$ cat src/rtl/core/timed_event_queue_assert.svh
// Assertion macros used by the timed event queue RTL.
`ifndef TIMED_EVENT_QUEUE_ASSERT_SVH
`define TIMED_EVENT_QUEUE_ASSERT_SVH

// Same-cycle implication, checked outside reset.
`define TEQ_ASSERT_NOW(label, clk, rst_n, ante, cons) \
  label: assert property (@(posedge clk) disable iff (!rst_n) (ante) |-> (cons)) \
    else $error("timed event queue: same-cycle check failed");

// Next-cycle implication, checked outside reset.
`define TEQ_ASSERT_NEXT(label, clk, rst_n, ante, cons) \
  label: assert property (@(posedge clk) disable iff (!rst_n) (ante) |=> (cons)) \
    else $error("timed event queue: next-cycle check failed");

`endif

$ cat src/rtl/core/teq_pkg.sv
package teq_pkg;

  // Queue geometry and field widths.
  localparam int CAPACITY = 6;
  localparam int NUM_IDS  = 16;
  localparam int TIME_W   = 32;
  localparam int ID_W     = $clog2(NUM_IDS);
  localparam int CNT_W    = $clog2(CAPACITY + 1);
  localparam int STATUS_W = 2;

  // Input commands.
  localparam logic CMD_SCHEDULE = 1'b0;
  localparam logic CMD_CHECK    = 1'b1;

  // Result status codes.
  localparam logic [STATUS_W-1:0] ST_SCHEDULED = 2'd0;
  localparam logic [STATUS_W-1:0] ST_NONE_DUE  = 2'd1;
  localparam logic [STATUS_W-1:0] ST_FIRED     = 2'd2;
  localparam logic [STATUS_W-1:0] ST_OVERFLOW  = 2'd3;

  // Operation applied to every cell of the chain in the same cycle.
  typedef enum logic [1:0] {
    CELL_HOLD   = 2'd0,
    CELL_REMOVE = 2'd1,
    CELL_POP    = 2'd2,
    CELL_INSERT = 2'd3
  } cell_op_t;

  typedef struct packed {
    cell_op_t            op;
    logic [TIME_W-1:0]   new_time;
    logic [ID_W-1:0]     new_id;
  } cell_ctl_t;

  // True when a is strictly earlier than b, modulo 2^TIME_W.
  function automatic logic time_before(input logic [TIME_W-1:0] a,
                                       input logic [TIME_W-1:0] b);
    logic [TIME_W-1:0] diff;
    diff = a - b;
    return diff[TIME_W-1];
  endfunction

endpackage

$ cat src/rtl/core/timed_event_queue.sv
// Channel  | Direction | Ports                                   | Handshake
// in       | input     | in_command, in_time_value, in_task_id   | in_valid / in_ready
// out      | output    | out_status, out_fired_id, out_occupancy | out_valid / out_ready
//
// A check or a refused schedule completes at its accept edge.
// A schedule is done in two steps: removal of the same id through the cell chain at
// the accept edge, then the sorted insertion through the chain in the next cycle.
// Synchronous active-low reset empties the queue; entry contents are not cleared.
// An item is taken only when the result register is empty or draining that cycle,
// so a stalled out channel holds off the input side.
`include "timed_event_queue_assert.svh"

module timed_event_queue import teq_pkg::*; (
  input  logic                clk,
  input  logic                rst_n,
  input  logic                in_valid,
  output logic                in_ready,
  input  logic                in_command,
  input  logic [TIME_W-1:0]   in_time_value,
  input  logic [ID_W-1:0]     in_task_id,
  output logic                out_valid,
  input  logic                out_ready,
  output logic [STATUS_W-1:0] out_status,
  output logic [ID_W-1:0]     out_fired_id,
  output logic [CNT_W-1:0]    out_occupancy
);

  typedef enum logic [1:0] {
    S_IDLE   = 2'b01,
    S_INSERT = 2'b10
  } state_t;

  state_t              state_r, state_nxt;
  logic [CNT_W-1:0]    count_r, count_nxt;
  logic [TIME_W-1:0]   hold_time_r, hold_time_nxt;
  logic [ID_W-1:0]     hold_id_r, hold_id_nxt;
  logic                out_valid_r, out_valid_nxt;
  logic [STATUS_W-1:0] out_status_r, out_status_nxt;
  logic [ID_W-1:0]     out_fired_id_r, out_fired_id_nxt;
  logic [CNT_W-1:0]    out_occ_r, out_occ_nxt;

  cell_ctl_t           ctl;
  logic [CAPACITY-1:0] valid_vec;
  logic [CAPACITY:0]   chain;
  logic [TIME_W-1:0]   cell_time [CAPACITY];
  logic [ID_W-1:0]     cell_id [CAPACITY];
  logic                in_fire;
  logic                out_free;
  logic                head_due;
  logic [TIME_W-1:0]   head_diff;

  // The cell chain.
  assign chain[0] = 1'b0;

  for (genvar k = 0; k < CAPACITY; k++) begin : g_cell
    logic [TIME_W-1:0] l_time, r_time;
    logic [ID_W-1:0]   l_id, r_id;

    assign valid_vec[k] = (CNT_W'(k) < count_r);

    if (k == 0) begin : g_first
      assign l_time = cell_time[k];
      assign l_id   = cell_id[k];
    end else begin : g_mid_l
      assign l_time = cell_time[k-1];
      assign l_id   = cell_id[k-1];
    end

    if (k == CAPACITY - 1) begin : g_last
      assign r_time = cell_time[k];
      assign r_id   = cell_id[k];
    end else begin : g_mid_r
      assign r_time = cell_time[k+1];
      assign r_id   = cell_id[k+1];
    end

    teq_cell u_cell (
      .clk        (clk),
      .ctl        (ctl),
      .valid_i    (valid_vec[k]),
      .left_time  (l_time),
      .left_id    (l_id),
      .right_time (r_time),
      .right_id   (r_id),
      .chain_in   (chain[k]),
      .chain_out  (chain[k+1]),
      .time_o     (cell_time[k]),
      .id_o       (cell_id[k])
    );
  end

  // Handshake.
  assign out_free = !out_valid_r || out_ready;
  assign in_ready = (state_r == S_IDLE) && out_free;
  assign in_fire  = in_valid && in_ready;

  // Head is due when its time minus the current time is zero or negative.
  assign head_diff = cell_time[0] - in_time_value;
  assign head_due  = (count_r != '0) && ((head_diff == '0) || head_diff[TIME_W-1]);

  // Command sequencing.
  always_comb begin
    state_nxt        = state_r;
    count_nxt        = count_r;
    hold_time_nxt    = hold_time_r;
    hold_id_nxt      = hold_id_r;
    out_valid_nxt    = out_valid_r && !out_ready;
    out_status_nxt   = out_status_r;
    out_fired_id_nxt = out_fired_id_r;
    out_occ_nxt      = out_occ_r;
    ctl.op           = CELL_HOLD;
    ctl.new_time     = hold_time_r;
    ctl.new_id       = hold_id_r;
    case (state_r)
      S_IDLE: begin
        if (in_fire) begin
          ctl.new_time = in_time_value;
          ctl.new_id   = in_task_id;
          if (in_command == CMD_CHECK) begin
            out_valid_nxt    = 1'b1;
            out_fired_id_nxt = '0;
            out_status_nxt   = ST_NONE_DUE;
            if (head_due) begin
              ctl.op           = CELL_POP;
              count_nxt        = count_r - 1'b1;
              out_status_nxt   = ST_FIRED;
              out_fired_id_nxt = cell_id[0];
            end
            out_occ_nxt = count_nxt;
          end else if (count_r == CNT_W'(CAPACITY)) begin
            out_valid_nxt    = 1'b1;
            out_status_nxt   = ST_OVERFLOW;
            out_fired_id_nxt = '0;
            out_occ_nxt      = count_r;
          end else begin
            ctl.op        = CELL_REMOVE;
            count_nxt     = count_r - CNT_W'(chain[CAPACITY]);
            hold_time_nxt = in_time_value;
            hold_id_nxt   = in_task_id;
            state_nxt     = S_INSERT;
          end
        end
      end
      S_INSERT: begin
        ctl.op           = CELL_INSERT;
        count_nxt        = count_r + 1'b1;
        out_valid_nxt    = 1'b1;
        out_status_nxt   = ST_SCHEDULED;
        out_fired_id_nxt = '0;
        out_occ_nxt      = count_nxt;
        state_nxt        = S_IDLE;
      end
      default: begin
        state_nxt = S_IDLE;
      end
    endcase
  end

  // Control registers.
  always_ff @(posedge clk) begin
    if (!rst_n) begin
      state_r     <= S_IDLE;
      count_r     <= '0;
      out_valid_r <= 1'b0;
    end else begin
      state_r     <= state_nxt;
      count_r     <= count_nxt;
      out_valid_r <= out_valid_nxt;
    end
  end

  // Payload registers.
  always_ff @(posedge clk) begin
    hold_time_r    <= hold_time_nxt;
    hold_id_r      <= hold_id_nxt;
    out_status_r   <= out_status_nxt;
    out_fired_id_r <= out_fired_id_nxt;
    out_occ_r      <= out_occ_nxt;
  end

  assign out_valid     = out_valid_r;
  assign out_status    = out_status_r;
  assign out_fired_id  = out_fired_id_r;
  assign out_occupancy = out_occ_r;

  // Checks on the queue control.
  `TEQ_ASSERT_NOW(a_count_bound, clk, rst_n, 1'b1, count_r <= CNT_W'(CAPACITY))
  `TEQ_ASSERT_NOW(a_insert_slot_free, clk, rst_n, state_r == S_INSERT, !out_valid_r)
  `TEQ_ASSERT_NEXT(a_insert_grows, clk, rst_n, state_r == S_INSERT,
                   count_r == $past(count_r) + 1'b1)
  `TEQ_ASSERT_NEXT(a_empty_check, clk, rst_n,
                   in_fire && in_command == CMD_CHECK && count_r == '0,
                   out_valid_r && out_status_r == ST_NONE_DUE)

endmodule

$ cat src/rtl/core/teq_cell.sv
module teq_cell import teq_pkg::*; (
  input  logic              clk,
  input  cell_ctl_t         ctl,
  input  logic              valid_i,
  input  logic [TIME_W-1:0] left_time,
  input  logic [ID_W-1:0]   left_id,
  input  logic [TIME_W-1:0] right_time,
  input  logic [ID_W-1:0]   right_id,
  input  logic              chain_in,
  output logic              chain_out,
  output logic [TIME_W-1:0] time_o,
  output logic [ID_W-1:0]   id_o
);

  logic [TIME_W-1:0] time_r, time_nxt;
  logic [ID_W-1:0]   id_r, id_nxt;
  logic              cond;

  // The chain flag tells each cell whether the change point lies at or before it.
  always_comb begin
    time_nxt  = time_r;
    id_nxt    = id_r;
    chain_out = chain_in;
    cond      = 1'b0;
    case (ctl.op)
      CELL_REMOVE: begin
        cond      = valid_i && (id_r == ctl.new_id);
        chain_out = chain_in | cond;
        if (chain_out) begin
          time_nxt = right_time;
          id_nxt   = right_id;
        end
      end
      CELL_POP: begin
        chain_out = 1'b1;
        time_nxt  = right_time;
        id_nxt    = right_id;
      end
      CELL_INSERT: begin
        cond      = !valid_i || time_before(ctl.new_time, time_r);
        chain_out = chain_in | cond;
        if (chain_in) begin
          time_nxt = left_time;
          id_nxt   = left_id;
        end else if (cond) begin
          time_nxt = ctl.new_time;
          id_nxt   = ctl.new_id;
        end
      end
      default: begin
        chain_out = chain_in;
      end
    endcase
  end

  // Entry storage; contents are meaningful only below the fill count.
  always_ff @(posedge clk) begin
    time_r <= time_nxt;
    id_r   <= id_nxt;
  end

  assign time_o = time_r;
  assign id_o   = id_r;

endmodule

$ cat config.mk
export PLATFORM = sky130hd
export DESIGN_NAME = timed_event_queue
export DESIGN_NICKNAME = d
export VERILOG_FILES = /design/src/rtl/core/teq_pkg.sv /design/src/rtl/core/timed_event_queue.sv /design/src/rtl/core/teq_cell.sv
export VERILOG_INCLUDE_DIRS = /design/src /design/src/rtl/core
export SDC_FILE = /design/constraint.sdc
export NUM_CORES = 1
export LEC_CHECK = 0
export BUFFER_PORTS_ARGS = -buffer_cell sky130_fd_sc_hd__buf_2
export CORE_MARGIN = 5
export CORE_UTILIZATION = 60
export DETAILED_ROUTE_END_ITERATION = 16
export PLACE_DENSITY = 0.77
export SLEW_MARGIN = 20
export SYNTH_ARGS = -nofsm -noshare
export SYNTH_HDL_FRONTEND = slang
export SYNTH_HIERARCHICAL = 1
export SYNTH_SLANG_ARGS = --single-unit
$ cat constraint.sdc
create_clock -name clk -period 21.2 [get_ports clk]
set_input_delay 4.24 -clock clk [delete_from_list [all_inputs] [get_ports clk]]
set_output_delay 4.24 -clock clk [all_outputs]
set_load 0.1 [all_outputs]
; ---- Word-level counts from Yosys, hierarchy flattened
; Cells that the tools add are included.
[classes]
eq_ne = 25
n_lt_le_gt_ge = 6
bitwise_logic = 12
n_reduce_logical = 42
n_mux = 77
add_sub_neg = 10
[ops]
columns = op, count
row1 = 32-bit two-way mux, 16
row2 = 32-bit one-hot mux with 3 select lines, 5
row3 = 32-bit subtractor, 7
row4 = 4-bit two-way mux, 20
row5 = 4-bit one-hot mux with 3 select lines, 5
row6 = 38-bit two-way mux, 1
row7 = 36-bit two-way mux, 1
row8 = 32-bit logical NOT, 1
row9 = 4-bit == test, 6
row10 = 3-bit AND reduction, 8
row11 = 3-bit two-way mux, 7
row12 = 1-bit one-hot mux with 3 select lines, 6
row13 = 2-bit two-way mux, 6
row14 = "2-bit by 1-bit inequality test with 1-bit output, second input constant", 6
row15 = "3-bit by 1-bit inequality test with 1-bit output, second input constant", 4
row16 = 3-bit one-hot mux with 2 select lines, 2
row17 = 1-bit logical AND, 10
row18 = 1-bit bitwise OR, 10
row19 = 1-bit logical NOT, 8
row20 = 1-bit logical OR, 8
row21 = 2-bit one-hot mux with 2 select lines, 2
row22 = 4-bit one-hot mux with 2 select lines, 1
row23 = "2-bit == test, second input constant", 3
row24 = "1-bit by 3-bit less-than comparator with 1-bit output, first input constant", 2
row25 = 17 further kinds, 27
[totals]
ff_bits = 267

; ---- Logic depth before layout (Yosys ltp)
[depth]
ltp_word = 26
ltp_mapped = 47
ltp_nobuf = 46

; ---- Hierarchy
; Netlist, hierarchy kept.
[modules_own_cells]
columns = mod, area_per_inst_um2, instances, seq_area_each_um2, cells_each
row1 = teq_cell (g_cell[0].u_cell ...), 2700.1, 5, 1081.0, 283
row2 = timed_event_queue, 4708.3, 1, 1471.4, 553
row3 = teq_cell (g_cell[2].u_cell), 2686.3, 1, 1081.0, 282

; ---- Worst setup path after synthesis
; OpenSTA, ideal clock, no wires.
[synth_timing]
kind = input -> register
start = input out_ready
end = register g_cell[5].u_cell.id_r[0], enable pin
t_arrival_ns = 12.870
path_buffers = 0
stages = 29
setup_slack_ns = 7.904
cell_sequence = nand2b_1 -> and2_1 -> nand2_1 -> nor2_1 -> nor2_1 -> nor2_1 -> a21oi_1 -> a22o_1 -> nor2_1 -> nand3b_1 -> nor2_1 -> mux2_4 -> nor2_1 -> nand3b_1 -> nor2_1 -> mux2_2 -> nor2_1 -> nand3b_1 -> nor2_1 -> mux2_4 -> nor2_1 -> nand3b_1 -> nor2_1 -> mux2_4 -> nor2_1 -> nand3b_1 -> nor2_1 -> mux2_4 -> a211oi_2
[synth_lines]
columns = item, line
row1 = from (decl), timed_event_queue.sv:22  ; input logic out_ready,
row2 = to (signal assigned), teq_cell.sv:59  ; id_r <= id_nxt;
row3 = to (decl), teq_cell.sv:16  ; logic [ID_W-1:0] id_r, id_nxt;

==> reports/metrics.cfg <==
[place]
port-buffer-count = 51
post-place-cells = 2708
hpwl_mm = 41.0
placed_area_sq_um = 21800
place.gp.congestion = 0.919

[sta]
min_period_over_period_pct = 73.3
worst_pin_slew_ps = 815
timing.final.hold_violations = 0
min_period_ps = 15550
setup-tns-final_ps = 0
report.final.slew_viol_count = 0
max_freq_ghz = 0.0643
setup_viol = 0
rsz0062_at_grt = false
slew_headroom_pct = 45.7
fin_skew_ps = 16.7

[floorplan]
initial_core_util_pct = 60.6
rows = 68
die_width_microns = 197
die_area_sq_um = 38700
coreArea_sq_um = 34500
die_height_microns = 197
io_pins = 52

[synthesis]
ys_async_sr_fraction_pct = 0
syn_avg_cell_area_sq_um = 9.29
synth_seq_cells = 267
synth_seq_area_share_pct = 38.1
synth-main-ff-cell = edfxtp_1
yosysWarnings = 6
syn_inst = 2250
synth_cell_types = 79
synth_edf_count = 261
netlist_area_sq_um = 20900

[clock_network]
post_cts_buffers = 0
cts.clk_slew.worst_paths_ps = 60
cts_tree = done
cts_buffer_depth = 3
cts_max_level = 1
root_buffer = clkbuf_16
cts_hold_buffers = 0
clock_latency_ps = 580
clkSinkCount = 267
post_cts_resized = 0
cts_made_buffers = 31

[worst_setup_path]
cpMostUsedCell = nor2_1
slowest_delay_ps = 520
crit_path_end_kind = register
crit_end = count_r[0]$_SDFFE_PN0P_
worstReg2RegEnd = count_r[0]$_SDFFE_PN0P_
crit_arrival_ps = 16070
r2r_cells = 50
startpoint = in_time_value[0]
crit_fanout = 39
cp_slowest_cell = buf_4
startpoint_type = primary input
r2r_slack_ps = 8890
worstPathRequired_ps = 21730
r2r_start = g_cell[0].u_cell/time_o[0]$_DFFE_PP_
worstSetupPathType = primary input to register

[pwr]
power.clock.fraction_pct = 22.5
sequentialPowerShare_pct = 33.7
vdd_drop_max_mv = 0.0687
p_int_mw = 1.39
powerDensity_nw_per_um2 = 101
netSwitchingPower_mw = 0.913
p_sw_share_pct = 39.7
p_comb_share_pct = 43.8
power_mw = 2.30
p_leak_nw = 9.94

[finish]
areaGrowthSynthToFinish_pct = 8.87
finalNetCount = 2548
final_cell_area_sq_um = 22700
instances_no_fill = 2763
layout_commonest_cell = a21oi_1
final_util_pct = 66.0
n_antenna_cell = 0
drive_above_1_share_pct = 9.62
final_cell_mix = a21oi_1 (352), nor2_1 (276), edfxtp_1 (261), mux2i_1 (227), inv_1 (223)

[run_status]
status = finished, final reports clean

[detailed_routing]
vias = 17000
wirelength_mm = 54.4
avgViaCountPerCell = 6.17
ant_nets = 0
drt_iter0_drc = 1444
route.detailed.drc = 0
dr.pass1.iters = 6
drt-wirelength-per-cell_microns = 19.7

[hold_path]
hold_path_depth = 1
hold_class = register to register

[global_route]
grt_usage_pct = 27.2
grt_max_degree = 74
grt_pass1_vias = 16400
grt-ovfl-total = 0
grt_antenna_before_repair = 0
grt_first_pass_wirelength_mm = 86.8

[job]
maxCapViolCount = 0

cells in the mapped netlist, types with 7 or more instances:
library cell,n,share of area [%]
o21ai_1,39,0.93
clkbuf_1,59,1.1
and2_1,14,0.42
nor4_1,9,0.27
o211ai_2,8,0.48
nand3b_1,8,0.29
nor2b_1,15,0.45
a211oi_2,8,0.48
mux2_2,8,0.43
ha_1,220,13
a21oi_1,352,8.4
nor3_2,8,0.38
buf_1,11,0.20
xor2_1,28,1.2
buf_2,30,0.72
nand4_1,34,1.0
o21a_1,8,0.29
nor2_1,282,5.1
nor3b_1,11,0.40
mux2i_1,227,11
nand3_1,18,0.43
xnor2_1,10,0.42
nor3_1,14,0.34
a211oi_1,10,0.36
o211ai_1,13,0.47
and4_1,7,0.29
edfxtp_1,261,38
a21o_1,17,0.61
nand2_1,134,2.4
a31o_2,8,0.34
inv_1,223,4.0
o21ai_0,49,1.2
flip-flops by register name (all words and copies together) (netlist names):
register	flops
g_cell.u_cell/time_o	192
hold_time_r	32
count_r	3
out_fired_id	4
out_valid	1
hold_id_r	4
out_status	2
out_occupancy	3
state_r	2
g_cell.u_cell/id_o	24
per-layer routing:
| metal | part of all wire [%] | wire [microns] | GRT usage, % | up-vias |
|---|---|---|---|---|
| met2 | 44 | 24100 | 42.7 | 610 |
| met1 | 46 | 25200 | 39.8 | 8136 |
| met3 | 6.5 | 3510 | 3.20 | 99 |
| li1 | - | - | - | 8197 |
| met4 | 2.9 | 1570 | 8.17 | 0 |
| met5 | 0 | 0 | 0 | - |
area by class of cell:
| type | count | area [sq um] |
|---|---|---|
| fill | 2749 | 11700 |
| multi-input combinational | 1661 | 11800 |
| clock buffer | 37 | 798 |
| timing repair buffer | 102 | 638 |
| inverter | 223 | 837 |
| tap | 455 | 569 |
| clock inverter | 18 | 161 |
| sequential | 267 | 7960 |
metrics by stage:
stage | setup WS (ps) | hold slack, ps
4_1_cts | 5810 | 552
3_5_place_dp | 5260 | 521
6_report | 5650 | 552
5_1_grt | 4950 | 574
2_1_floorplan | 7900 | 497
3_3_place_gp | 5560 | 507
how the worst min path moves through the flow:
stage                         endpoint  slack, ps                     from
2_1_floorplan  state_r[1]$_SDFFE_PN0P_        500  state_r[1]$_SDFFE_PN0P_
3_3_place_gp   state_r[1]$_SDFFE_PN0P_        510  state_r[1]$_SDFFE_PN0P_
3_5_place_dp   state_r[1]$_SDFFE_PN0P_        520  state_r[1]$_SDFFE_PN0P_
4_1_cts        state_r[1]$_SDFFE_PN0P_        550  state_r[1]$_SDFFE_PN0P_
5_1_grt        state_r[0]$_SDFFE_PN1P_        570  state_r[0]$_SDFFE_PN1P_
6_report       state_r[1]$_SDFFE_PN0P_        550  state_r[1]$_SDFFE_PN0P_
power groups by stage:
| stage | combinational (mW) | sequential (mW) | clock, mW |
|---|---|---|---|
| 3_5_place_dp | 0.988 | 0.784 | 0 |
| 5_1_grt | 1.10 | 0.785 | 0.549 |
| 3_3_place_gp | 0.949 | 0.779 | 0 |
| 4_1_cts | 0.994 | 0.774 | 0.524 |
| 2_1_floorplan | 0.719 | 0.790 | 0 |
| 6_report | 1.01 | 0.776 | 0.518 |
cells by family after synthesis:
logic type / synth area share [%]
xor gates and xnor gates: 1.59
adders and majority gates: 13.3
and+or+nand+nor: 13.1
buffers and inverters: 6.02
DFF: 38.1
AOI/OAI and AO/OA: 16.3
muxes: 11.7
other: 0.0179
critical path: cells and delay by family:
family | cells | cell delay (ps)
compound gates | 12 | 2460
fa+ha+maj | 3 | 990
buf+inv | 7 | 2930
mux | 6 | 1890
simple gates | 22 | 3480
(Power assumes the default switching activity.)
